## src/rtl/bds_pkg.sv

```systemverilog
package bds_pkg;

	// channel and sum widths
	localparam int CHAN_W   = 8;
	localparam int NUM_CHAN = 4;
	localparam int SUM_W    = CHAN_W + 1;
	localparam int PIX_W    = CHAN_W * NUM_CHAN;
	localparam int PAIR_W   = SUM_W * NUM_CHAN;

	// frame geometry
	localparam int DIM_W          = 13;
	localparam int ROW_W          = 12;
	localparam int MIN_DIM        = 2;
	localparam int MAX_SRC_HEIGHT = 4096;

	// configuration register indexes
	localparam int          CFG_IDX_W      = 2;
	localparam logic [1:0]  REG_SRC_WIDTH  = 2'd0;
	localparam logic [1:0]  REG_SRC_HEIGHT = 2'd1;

	localparam logic [DIM_W-1:0] DIM_RESET = 13'd512;

	// what the current source position does
	typedef struct packed {
		logic hold;   // even column: keep pixel as left of pair
		logic wr;     // even row, odd column: store pair sum in line
		logic emit;   // odd row, odd column: block complete
		logic last;   // last block of the output frame
	} pos_info_t;

	typedef logic [PIX_W-1:0]  pixel_t;
	typedef logic [PAIR_W-1:0] pair_t;

	// horizontal pair sum of two pixels, red in the low bits
	function automatic pair_t pair_sum(input pixel_t a, input pixel_t b);
		pair_t s;
		s = '0;
		for (int c = 0; c < NUM_CHAN; c++) begin
			s[c*SUM_W +: SUM_W] = SUM_W'(a[c*CHAN_W +: CHAN_W]) + SUM_W'(b[c*CHAN_W +: CHAN_W]);
		end
		return s;
	endfunction

endpackage

```

## src/rtl/bds_avg_out.sv

```systemverilog
module bds_avg_out (
	input  logic                   clk,
	input  logic                   arst_n,
	input  logic                   in_valid,
	input  bds_pkg::pair_t         pair_below,
	input  bds_pkg::pair_t         pair_above,
	input  logic                   in_last,
	output logic                   in_take,
	output logic                   m_tvalid,
	input  logic                   m_tready,
	output logic [31:0]            m_tdata,   // out_red, out_green, out_blue, out_alpha
	output logic                   m_tlast    // frame_last
);

	localparam int CW = bds_pkg::CHAN_W;
	localparam int SW = bds_pkg::SUM_W;

	logic                  valid_q;
	bds_pkg::pixel_t       data_q;
	logic                  last_q;
	bds_pkg::pixel_t       avg;
	logic [SW:0]           tot;

	// four-pixel sum >> 2; a 10-bit sum shifted by two never exceeds 255
	always_comb begin
		avg = '0;
		tot = '0;
		for (int c = 0; c < bds_pkg::NUM_CHAN; c++) begin
			tot = {1'b0, pair_below[c*SW +: SW]} + {1'b0, pair_above[c*SW +: SW]};
			avg[c*CW +: CW] = tot[SW:2];
		end
	end

	assign in_take = ~valid_q | m_tready;

	// output register
	always_ff @(posedge clk or negedge arst_n) begin
		if (!arst_n) begin
			valid_q <= 1'b0;
		end else if (in_take) begin
			valid_q <= in_valid;
		end
	end

	always_ff @(posedge clk) begin
		if (in_take && in_valid) begin
			data_q <= avg;
			last_q <= in_last;
		end
	end

	assign m_tvalid = valid_q;
	assign m_tdata  = data_q;
	assign m_tlast  = last_q;

endmodule

```

## config.mk

```make
export PLATFORM = sky130hd
export DESIGN_NAME = bds_avg_out
export DESIGN_NICKNAME = d
export VERILOG_FILES = /design/src/rtl/bds_pkg.sv /design/src/rtl/bds_avg_out.sv
export SDC_FILE = /design/constraint.sdc
export NUM_CORES = 1
export LEC_CHECK = 0
export BUFFER_PORTS_ARGS = -buffer_cell sky130_fd_sc_hd__buf_2
export CORE_MARGIN = 4
export CORE_UTILIZATION = 45
export DETAILED_ROUTE_END_ITERATION = 16
export PLACE_DENSITY = 0.78
export REMOVE_ABC_BUFFERS = 1
export SYNTH_ARGS = -nofsm -noshare
export SYNTH_HDL_FRONTEND = slang
export SYNTH_SLANG_ARGS = --single-unit
```

## constraint.sdc

```tcl
create_clock -name clk -period 3.1 [get_ports clk]
set_clock_uncertainty 0.15 [all_clocks]
set_input_delay 0.465 -clock clk [delete_from_list [all_inputs] [get_ports clk]]
set_output_delay 0.465 -clock clk [all_outputs]
set_load 0.03 [all_outputs]
```

# After elaboration in Yosys (flattened, before gate mapping)

Cells that the tools add are included.

Div/mod/pow operators: 0
Eq/ne operators: 0
Add/sub/neg operators: 4
$lt $le $gt $ge: 0
Shifts and indexed selects: 0
Bitwise logic cells: 2
Reduce and logical (&&, ||, !) cells: 1
Mux-type cells: 0
Multiply operators: 0

Operators with widths:

| kind                | count |
|---|---|
| $add A9 B9 Y10      | 4 |
| $logic_and A1 B1 Y1 | 1 |
| $not A1 Y1          | 1 |
| $or A1 B1 Y1        | 1 |

Bits in registers: 34
Memory bits (read-only): 0
Memories: 0
Word-level logic and storage cells: 10
Bits in latches: 0
Memory bits (writable): 0

# Depth between registers and ports, before layout

Depth after elaboration: 3
Mapped depth: 5
Depth with buffers taken out: 5

# Least setup slack after synthesis

No wires, ideal clock.

Path kind: register to register
From: register valid_q (netlist: m_tvalid)
To: register data_q[0] (netlist: m_tdata[0]), enable pin
Data arrival time: 1.692 ns
Cell stages (with the launch flop): 3
Data required time: 2.557 ns
Clock period less this slack: 2.235 ns
Slack: 0.865 ns
Buffers on the path: 0
Path through: dfrtp_1 > nand2b_1 > and2_1

Longest elaborated chain between the ends: 3

RTL lines:

| item                   | line              | text |
|---|---|---|
| from (decl)            | bds_avg_out.sv:18 | `logic valid_q;` |
| from (signal assigned) | bds_avg_out.sv:41 | `valid_q <= in_valid;` |
| $not A1 Y1             | bds_avg_out.sv:34 | `assign in_take = ~valid_q \| m_tready;` |
| $or A1 B1 Y1           | bds_avg_out.sv:34 |  |
| named net in_take      | bds_avg_out.sv:8  | `output logic in_take,` |
| $logic_and A1 B1 Y1    | bds_avg_out.sv:46 | `if (in_take && in_valid) begin` |
| to (signal assigned)   | bds_avg_out.sv:47 | `data_q <= avg;` |
| to (decl)              | bds_avg_out.sv:19 | `bds_pkg::pixel_t data_q;` |

The timed path passes the listed nets, and every way through them passes these cells.
A chain may end at the register's enable or synchronous reset.

# Worst setup path after layout

From: input pair_below[23]
To: register data_q[23] (netlist: m_tdata[23]), data pin

Longest elaborated chain between the ends: 1

RTL lines:

| item              | line              | text |
|---|---|---|
| from (decl)       | bds_avg_out.sv:5  | `input bds_pkg::pair_t pair_below,` |
| $add A9 B9 Y10    | bds_avg_out.sv:29 | `tot = {1'b0, pair_below[c*SW +: SW]} + {1'b0, pair_above[c*SW +: SW]};` |
| named net avg[23] | bds_avg_out.sv:21 | `bds_pkg::pixel_t avg;` |

The timed path passes the listed nets, and every way through them passes these cells.

==> impl_metrics.tcl <==
set metrics [dict create \
    path_cells "buf_2, ha_1, and3_1, a22o_1, a211o_1, a21o_1" \
    wl_met2_um 2530 \
    yosys.area.top_type_share_pct 45.1 \
    crit_arrival_ps 1840 \
    path_buf_inv 1 \
    finalWirelength_um 4680 \
    cpPeakStageDelay_ps 350 \
    gr-total-overflow 0 \
    syn_area_um2 2200 \
    grt_usage_pct 15.4 \
    min_path_type "in -> reg" \
    crit_type "in -> reg" \
    rsz0062_at_grt "no" \
    worstSetupStartpointType "input pin" \
    slew_headroom_pct 70.7 \
    fin_crit_sh_pct 63.1 \
    syn_inst 178 \
    synth.distinct_cells 29 \
    ys.warnings.count 0 \
    vias_per_cell 5.01 \
    ys_seq_area_share_pct 46.3 \
    grt_pass1_wl_um 7580 \
    fin_crit_ps 1960 \
    synth.top_cells.by_area "edfxtp_1 (45%), ha_1 (18%), xnor2_1 (6.4%)" \
    antenna_cells 0 \
    chipHeight_um 77.9 \
    cp_max_fo 5 \
    drive_above_1_share_pct 41.5 \
    synth-xor-area-share_pct 9.17 \
    post_dp_cell_area_um2 2840 \
    drtIter0Drc 49 \
    status "finished clean" \
    met3_length_um 262 \
    io_pins 112 \
    route.detailed.drc 0 \
    crit_slowest_cell "ha_1" \
    grt_pass1_vias 1813 \
    start_util_pct 46.5 \
    maxCapViolCount 0 \
    gp_congestion 0.778 \
    coreArea_um2 4720 \
    antenna_found_initial 0 \
    yosysTopAreaCell "edfxtp_1" \
    crit_path_end "m_tdata[23]" \
    synth_top_family_by_area "adder cells" \
    final_antenna_net_count 0 \
    vias 1832 \
    cts-root-buf "clkbuf_8" \
    wl_met1_um 1810 \
    r2r-start "m_tvalid" \
    clkTransAtPathRegs_ps 70 \
    synthSimpleGateAreaFrac_pct 9.00 \
    postCtsSetupBuffers 0 \
    final_area_um2 2930 \
    ys_ff_latch 34 \
    required_ps 2980 \
    synth_compound_area_share_pct 16.8 \
    io_buffers 111 \
    synthAdderAreaFrac_pct 18.2 \
    path_delay_family "compound AO/OA/AOI/OAI gates" \
    leakagePower_nw 1.43 \
    post-route-util_pct 62.1 \
    tns_ps 0 \
    hold_viol_final 0 \
    htreeDepth 2 \
    cp.depth 6 \
    cts_tree "done" \
    clock_path_buffers 2 \
    crit_start "pair_below[23]" \
    max_freq_mhz 511 \
    insertion_delay_ps 270 \
    drv_slew 0 \
    worst_pin_slew_ps 440 \
    avgRoutedWirePerCell_um 12.8 \
    die-area_um2 6060 \
    setup_viol 0 \
    yosys-mux-area-fraction_pct 0 \
    worst-r2r-setup-slack_ps 1620 \
    layout_commonest_cell "buf_2" \
    max-vdd-ir-drop_v 0.000156 \
    holdWs_ps 210 \
    cts_made_buffers 5 \
    worstRegToRegCells 3 \
    numClockSinks 34 \
    area_growth_pct 33.6 \
    layout_common_cells "buf_2 (111), edfxtp_1 (33), ha_1 (32)" \
    rows 25 \
    syn_area_per_cell_um2 12.3 \
    r2r-end "m_tdata[23]" \
    die_w_um 77.9 \
    power_density_nw_per_um2 452 \
    place_hpwl_um 3940 \
    grt_start_max_net_pins 34 \
    finalNetCount 407 \
    first_pass_iters 4 \
    critPathCaptureType "flip-flop" \
    topRoutingLayerUsed "met4" \
]
-- cell families after synthesis --
logic type      Yosys count
fa+ha+maj                32
xor+xnor                 23
buf+inv                   3
flops                    34
compound gates           49
simple gates             37
-- cells in the mapped netlist --
library cell   n
dfrtp_1        1
nor3_2         2
and2_1         1
and3_1         4
o211ai_1       3
o311ai_1       1
a22o_1         3
a221oi_2       1
a21o_1        12
a21oi_1       14
a2111oi_4      1
xnor2_1       16
nor2_1        11
a31oi_1        4
ha_1          32
o21bai_1       2
nand2b_1       4
nor2b_1        1
xor2_1         7
a221oi_1       4
a211oi_1       1
edfxtp_1      33
and4_1         1
nand2_1        7
inv_1          3
and3_2         2
a211o_1        3
nand4_1        3
nand3_1        1
-- layer usage --
metal,vias to the layer above,track usage (%)
li1,937,-
met1,824,17.1
met2,61,28.4
met3,10,2.78
met4,0,6.41
met5,-,0
-- stage by stage --
stage               power, mW  cells  setup WS (ps)
global placement         1.03    357            885
finish                   1.32    366           1140
floorplan               0.905    178            865
global route             1.40    366           1100
detailed placement       1.04    357            856
CTS                      1.34    366           1140
-- where the power goes --
group          total (mW)  internal [mW]  switching, mW  leakage (nW)
Clock               0.300          0.154          0.146        0.0426
Sequential          0.585          0.575        0.00946         0.325
Combinational       0.440          0.181          0.259          1.06
Total                1.32          0.910          0.415          1.43
-- layout make-up --
cell class | count | area (um2)
clock buffer | 6 | 72.6
clock inverter | 2 | 8.76
fill | 397 | 1790
inverter | 3 | 11.3
multi-input combinational | 141 | 1170
sequential | 34 | 1020
tap | 67 | 83.8
timing repair buffer | 113 | 573
-- worst reg2reg max path: cells and delay by family (launching register included) --
family / cells / cell delay (ps)
AND/OR/NAND/NOR: 2 / 230
buffers and inverters: 1 / 370
flip-flops: 1 / 380
-- worst min path at each step --
stage / startpoint / endpoint / slack [ps] / depth (start not counted)
CTS: in_last / m_tlast / 200 / 1
detailed placement: arst_n / m_tvalid / 90 / 1
floorplan: arst_n / m_tvalid / 20 / 0
global route: in_last / m_tlast / 200 / 1
global placement: arst_n / m_tvalid / 90 / 1
finish: in_last / m_tlast / 210 / 1
-- flip-flops by register name (all words and copies together) (netlist names) --
signal,count
m_tdata,32
m_tlast,1
m_tvalid,1
-- what timing repair did --
item | 4_1_cts | 5_1_grt
endpoints found under the setup margin | 0 | 0
hold buffers | 1 | 0
endpoints found under the hold margin | 1 | 0
gates resized for setup | 0 | 0
Power figures use the tool's default switching activity.
