$ cat config.mk
export PLATFORM = sky130hd
export DESIGN_NAME = bds_pos_ctr
export DESIGN_NICKNAME = d
export VERILOG_FILES = /design/src/rtl/bds_pkg.sv /design/src/rtl/bds_pos_ctr.sv
export SDC_FILE = /design/constraint.sdc
export NUM_CORES = 1
export LEC_CHECK = 0
export BUFFER_PORTS_ARGS = -buffer_cell sky130_fd_sc_hd__buf_2
export CORE_ASPECT_RATIO = 0.75
export CORE_MARGIN = 2
export CORE_UTILIZATION = 65
export DETAILED_ROUTE_END_ITERATION = 8
export MAX_ROUTING_LAYER = met4
export PLACE_DENSITY_LB_ADDON = 0.1
export SYNTH_ARGS = -nofsm -noshare
export SYNTH_HDL_FRONTEND = slang
export SYNTH_SLANG_ARGS = --single-unit
$ cat constraint.sdc
create_clock -name clk -period 16.5 [get_ports clk]
set_input_delay 0.825 -clock clk [delete_from_list [all_inputs] [get_ports clk]]
set_output_delay 0.825 -clock clk [all_outputs]
set_load 0.03 [all_outputs]
$ cat src/rtl/bds_pkg.sv
package bds_pkg;

	// channel and sum widths
	localparam int CHAN_W   = 8;
	localparam int NUM_CHAN = 4;
	localparam int SUM_W    = CHAN_W + 1;
	localparam int PIX_W    = CHAN_W * NUM_CHAN;
	localparam int PAIR_W   = SUM_W * NUM_CHAN;

	// frame geometry
	localparam int DIM_W          = 13;
	localparam int ROW_W          = 12;
	localparam int MIN_DIM        = 2;
	localparam int MAX_SRC_HEIGHT = 4096;

	// configuration register indexes
	localparam int          CFG_IDX_W      = 2;
	localparam logic [1:0]  REG_SRC_WIDTH  = 2'd0;
	localparam logic [1:0]  REG_SRC_HEIGHT = 2'd1;

	localparam logic [DIM_W-1:0] DIM_RESET = 13'd512;

	// what the current source position does
	typedef struct packed {
		logic hold;   // even column: keep pixel as left of pair
		logic wr;     // even row, odd column: store pair sum in line
		logic emit;   // odd row, odd column: block complete
		logic last;   // last block of the output frame
	} pos_info_t;

	typedef logic [PIX_W-1:0]  pixel_t;
	typedef logic [PAIR_W-1:0] pair_t;

	// horizontal pair sum of two pixels, red in the low bits
	function automatic pair_t pair_sum(input pixel_t a, input pixel_t b);
		pair_t s;
		s = '0;
		for (int c = 0; c < NUM_CHAN; c++) begin
			s[c*SUM_W +: SUM_W] = SUM_W'(a[c*CHAN_W +: CHAN_W]) + SUM_W'(b[c*CHAN_W +: CHAN_W]);
		end
		return s;
	endfunction

endpackage

$ cat src/rtl/bds_pos_ctr.sv
module bds_pos_ctr #(
	parameter int MAX_SRC_WIDTH = 4096,
	parameter int AW            = 11
) (
	input  logic                       clk,
	input  logic                       arst_n,
	input  logic [bds_pkg::DIM_W-1:0]  src_width,
	input  logic [bds_pkg::DIM_W-1:0]  src_height,
	input  logic                       advance,
	output logic [AW-1:0]              slot,
	output bds_pkg::pos_info_t         info
);

	localparam int CW   = $clog2(MAX_SRC_WIDTH);
	localparam int WW   = $clog2(MAX_SRC_WIDTH + 1);
	localparam int CMPW = (WW > bds_pkg::DIM_W) ? WW : bds_pkg::DIM_W;
	localparam int RW   = bds_pkg::ROW_W;
	localparam int HW   = bds_pkg::DIM_W;

	logic [CW-1:0]   col_q;
	logic [RW-1:0]   row_q;

	logic [CMPW-1:0] w_raw;
	logic [CMPW-1:0] w_cl;
	logic [WW-1:0]   w_eff;
	logic [HW-1:0]   h_eff;
	logic            wrap_pre;
	logic [RW:0]     row_pre;
	logic [CW-1:0]   col_cur;
	logic [RW-1:0]   row_cur;
	logic [WW-1:0]   col_inc;
	logic [RW:0]     row_inc;
	logic [CW-1:0]   col_n;
	logic [RW-1:0]   row_n;

	// clamp the frame size to the supported range
	always_comb begin
		w_raw = CMPW'(src_width);
		if (w_raw < CMPW'(bds_pkg::MIN_DIM)) begin
			w_cl = CMPW'(bds_pkg::MIN_DIM);
		end else if (w_raw > CMPW'(MAX_SRC_WIDTH)) begin
			w_cl = CMPW'(MAX_SRC_WIDTH);
		end else begin
			w_cl = w_raw;
		end
		w_eff = w_cl[WW-1:0];
		if (src_height < HW'(bds_pkg::MIN_DIM)) begin
			h_eff = HW'(bds_pkg::MIN_DIM);
		end else if (src_height > HW'(bds_pkg::MAX_SRC_HEIGHT)) begin
			h_eff = HW'(bds_pkg::MAX_SRC_HEIGHT);
		end else begin
			h_eff = src_height;
		end
	end

	// current position, wrapped if the size shrank since the last word
	always_comb begin
		wrap_pre = WW'(col_q) >= w_eff;
		row_pre  = wrap_pre ? ({1'b0, row_q} + 1'b1) : {1'b0, row_q};
		col_cur  = wrap_pre ? '0 : col_q;
		row_cur  = (row_pre >= HW'(row_pre) && HW'(row_pre) >= h_eff) ? '0 : row_pre[RW-1:0];
	end

	// next position
	always_comb begin
		col_inc = WW'(col_cur) + 1'b1;
		row_inc = {1'b0, row_cur} + 1'b1;
		if (col_inc >= w_eff) begin
			col_n = '0;
			row_n = (HW'(row_inc) >= h_eff) ? '0 : row_inc[RW-1:0];
		end else begin
			col_n = col_inc[CW-1:0];
			row_n = row_cur;
		end
	end

	// position decode
	always_comb begin
		info.hold = ~col_cur[0];
		info.wr   = col_cur[0] & ~row_cur[0];
		info.emit = col_cur[0] & row_cur[0];
		info.last = (col_inc == {w_eff[WW-1:1], 1'b0})
			&& (HW'(row_inc) == {h_eff[HW-1:1], 1'b0});
		slot      = col_cur[AW:1];
	end

	// position counters
	always_ff @(posedge clk or negedge arst_n) begin
		if (!arst_n) begin
			col_q <= '0;
			row_q <= '0;
		end else if (advance) begin
			col_q <= col_n;
			row_q <= row_n;
		end
	end

endmodule

==> After elaboration in Yosys (flattened, before gate mapping) <==
Index checks and enable logic that the tools add are counted.
{ "classes": {"n_bitwise": 4, "reduce_logical": 2, "n_lt_le_gt_ge": 9, "eq_ne": 2, "n_mux": 10, "n_addsub": 3} }
{ "op_table": {"columns": ["op", "n"], "rows": [
  ["$mux W13", 5],
  ["$mux W12", 5],
  ["$ge A13 B13 Y1", 4],
  ["$add A12 B1 Y13 const B", 3],
  ["$eq A13 B13 Y1", 2],
  ["$gt A13 B13 Y1 const B", 2],
  ["$lt A13 B2 Y1 const B", 2],
  ["$ge A12 B13 Y1", 1],
  ["$and A1 B1 Y1", 2],
  ["$logic_and A1 B1 Y1", 2],
  ["$not A1 Y1", 2]
]} }
{ "totals": {"output_inout_bits": 15, "inputBits": 29, "regBits": 24, "wordCells": 32} }

==> Longest topological paths before layout <==
{ "depth": {"ltp_word": 12, "depth_mapped": 30} }

==> Worst setup path after synthesis <==
No wires, ideal clock.
{ "synth_path": {"kind": "input to output", "start": "input port src_width[5] (netlist name)", "end": "output port info[0] (netlist name)", "slack_ns": 8.527, "cell_stages": 24, "arrival_time_ns": 7.148, "t_required_ns": 15.675, "cell_sequence": "nor4_1 -> nand3_1 -> o31ai_1 -> nand2_1 -> ha_1 -> nand4b_4 -> or4_4 -> o211a_2 -> a211oi_2 -> xnor2_1 -> inv_1 -> ha_1 -> a21o_1 -> a221o_1 -> a21oi_1 -> o21ai_1 -> nor4_4 -> nand2_1 -> xor2_1 -> ha_1 -> nand4_1 -> nor2_1 -> nand4_1 -> nor4_1"} }
{ "synth_rtl": {"columns": ["item", "line", "source"], "rows": [
  ["from (decl)", "bds_pos_ctr.sv:7", "input logic [bds_pkg::DIM_W-1:0] src_width,"],
  ["to (decl)", "bds_pos_ctr.sv:11", "output bds_pkg::pos_info_t info"]
]} }

==> metrics.yaml <==
sta:
  rsz0062_at_grt: "no"
  hold_viol: 0
  tightestPinTransition_ns: 0.8010
  relSlewSlack_pct: 46.22
  whs_ns: 0.5220
  layout_min_cycle_time_ns: 8.664
  setup_viol: 0
  max_freq_mhz: 115.4
  fin_skew_ns: 0.008616
  fin_tns_setup_ns: 0
  finalCritPeriodShare_pct: 52.51
  slew_violations: 0
yosys:
  synth_top_area_share_pct: 18.61
  seq_area_frac_synth_pct: 16.85
  synth_enable_flop_cells: 0
  synthSimpleGateAreaFrac_pct: 26.79
  syn_area_per_cell_sq_um: 7.713
  synth_area_leaders: "ha_1 (19%), dfrtp_1 (17%), nand2_1 (5.5%)"
  yosysWarnings: 0
  synth-xor-area-share_pct: 8.532
  synthFlopType: "dfrtp_1"
  synth_compound_area_share_pct: 23.10
  postSynthCellCount: 462
  syn_area_sq_um: 3563
  synthMuxAreaShare_pct: 0.8427
  synth.largest_area_cell: "ha_1"
  synthAdderAreaFrac_pct: 18.61
  synth_top_family_by_area: "simple AND/OR/NAND/NOR gates"
  synth_cell_type_count: 62
  synth_fp_nets: 544
  ys_async_sr_fraction_pct: 100.0
  ys_ff_latch: 24
cts:
  clk_pin_slew_worst_paths_ns: 0.10
  cts_buffers: 3
  clock_sinks: 24
  htree_levels: 1
  clock_path_buffers: 2
  cts_root_buf: "clkbuf_8"
  cts_tree: "yes"
  cts_hold_buf: 0
  cts_resized: 0
  clk_latency_ns: 0.29
  post_cts_buffers: 0
place:
  io_buffers: 43
  gp_congestion: 0.9035
  hpwl_microns: 7806
pwr:
  powerDensity_nw_per_um2: 143.2
  max-vdd-ir-drop_uv: 110.7
  p_leak_nw: 1.805
  power_uw: 553.6
routing:
  ant_nets: 0
  drc: 0
  drt-total-wl_microns: 9816
  first_pass_iters: 5
  viasPerCell: 6.441
  drtIter0Drc: 270
  num_vias: 3652
  routedWlPerCell_microns: 17.31
setup_path:
  r2r_slack_ns: 9.33
  path_max_fanout: 15
  cp_data_arrival_time_ns: 7.84
  end_kind: "output port"
  worst_ep_required_time_ns: 15.67
  crit_type: "in -> out"
  startpoint_type: "input port"
global_routing:
  grt_pass1_wl_microns: 15860
  antenna_found_initial: 0
  first_global_vias: 3377
  gr-total-overflow: 0
  grt_usage_pct: 34.23
  grt_max_degree: 35
die:
  start_util_pct: 66.93
  die_h_microns: 68.12
  die_area_sq_um: 6096
  ios: 44
  rows: 23
  die_w_microns: 89.50
  core_sq_um: 5324
layout:
  area_growth_pct: 8.532
  layout_commonest_cell: "ha_1"
  drive_above_1_share_pct: 13.01
  final_cell_mix: "ha_1 (53), nand2_1 (52), nor2_1 (45)"
  antennaDiodeCount: 0
  nets: 575
flow_run:
  max-cap-violations: 0
worst_hold_path:
  hp-class: "in -> async"
outcome:
  status: "finished, final reports clean"
[final timing paths]
| path | start | end | cells after the start |
|---|---|---|---|
| max in group asynchronous | arst_n | row_q[4]$_DFFE_PN0P_ | 1 |
| worst max-delay path | src_width[3] | info[0] | 27 |
| min in group clk | row_q[10]$_DFFE_PN0P_ | row_q[10]$_DFFE_PN0P_ | 1 |
| worst min-delay path | arst_n | col_q[9]$_DFFE_PN0P_ | 1 |
| worst min register to register | row_q[10]$_DFFE_PN0P_ | row_q[10]$_DFFE_PN0P_ | 1 |
| worst max register to register | col_q[3]$_DFFE_PN0P_ | row_q[11]$_DFFE_PN0P_ | 25 |
[logic make-up (layout without fill, tap and decap cells)]
kind of cell	after synthesis	in the layout
fa+ha+maj	53	53
xor+xnor	33	33
buf+inv	48	78
mux	3	3
compound gates	112	112
flops	24	24
simple gates	189	189
[power by group]
group / total, mW / leakage (nW) / internal (mW) / switching (mW)
registers: 0.109 / 0.304 / 0.0775 / 0.0316
clock network: 0.0442 / 0.0288 / 0.0214 / 0.0228
logic: 0.400 / 1.47 / 0.152 / 0.248
[critical path, stage by stage]
cell and delay (ns):
buf_2 0.10, nor4_1 0.28, nand3_1 0.16, o31ai_1 0.68, nand2_1 0.21, ha_1 0.40, nand4b_4 0.14, or4_4 0.53
o211a_2 0.27, a211oi_2 0.27, xnor2_1 0.40, inv_1 0.11, ha_1 0.33, a21o_1 0.18, a221o_1 0.34, a21oi_1 0.22
o21a_1 0.48, o21ai_2 0.19, nor2_1 0.18, nand2_1 0.09, xor2_1 0.17, ha_1 0.30, nand4_1 0.17, nor2_1 0.20
nand4_1 0.16, nor4_1 0.18, buf_2 0.24
[area by class of cell]
class	count	area (sq um)
fillers	454	1456
inverters	28	105.1
well taps	75	93.84
clock buffers	4	55.05
repair buffers	46	237.7
multi-input cells	390	2775
flip-flops and latches	24	600.6
[synth_stat cells, types with 2 or more instances]
cell / number
xor2_1: 10
a311o_1: 2
xnor2_1: 21
and2_1: 6
nor3_1: 13
o211ai_1: 4
dfrtp_1: 24
a2111oi_0: 2
clkbuf_1: 18
o21ai_1: 2
nor4_4: 2
a221oi_1: 2
o211a_1: 2
nor4_1: 8
nand2b_1: 3
a22o_1: 6
and3_1: 12
mux2i_1: 3
a31oi_1: 3
a221o_1: 4
o21a_1: 4
a21o_1: 7
nand3_1: 24
nand4_1: 10
inv_1: 28
nor2_1: 45
a211o_1: 3
nor2b_1: 5
o21ai_0: 23
nand2_1: 52
o31ai_1: 5
ha_1: 53
a21oi_1: 26
a32oi_1: 2
[sequential cells by signal, indices dropped and copies added, names as in the netlist]
signal,count
col_q,12
row_q,12
[per-layer routing]
| metal | GRT usage, % | up-vias | part of all wire (%) |
|---|---|---|---|
| met2 | 52.78 | 163 | 44 |
| li1 | - | 1763 | - |
| met3 | 6.152 | 15 | 8.7 |
| met1 | 47.55 | 1711 | 46 |
| met5 | - | - | 0 |
| met4 | 6.343 | 0 | 0.86 |
[per-stage QoR]
step	area, sq um	cells	worst slack (ns)	utilization [%]
detailed placement	3812	563	7.813	71.61
CTS	3867	567	7.925	72.64
finish	3867	567	7.836	72.64
floorplan	3563	462	8.527	-
global placement	3812	563	8.151	71.61
global route	3867	567	7.169	72.64
(Power assumes the default switching activity.)
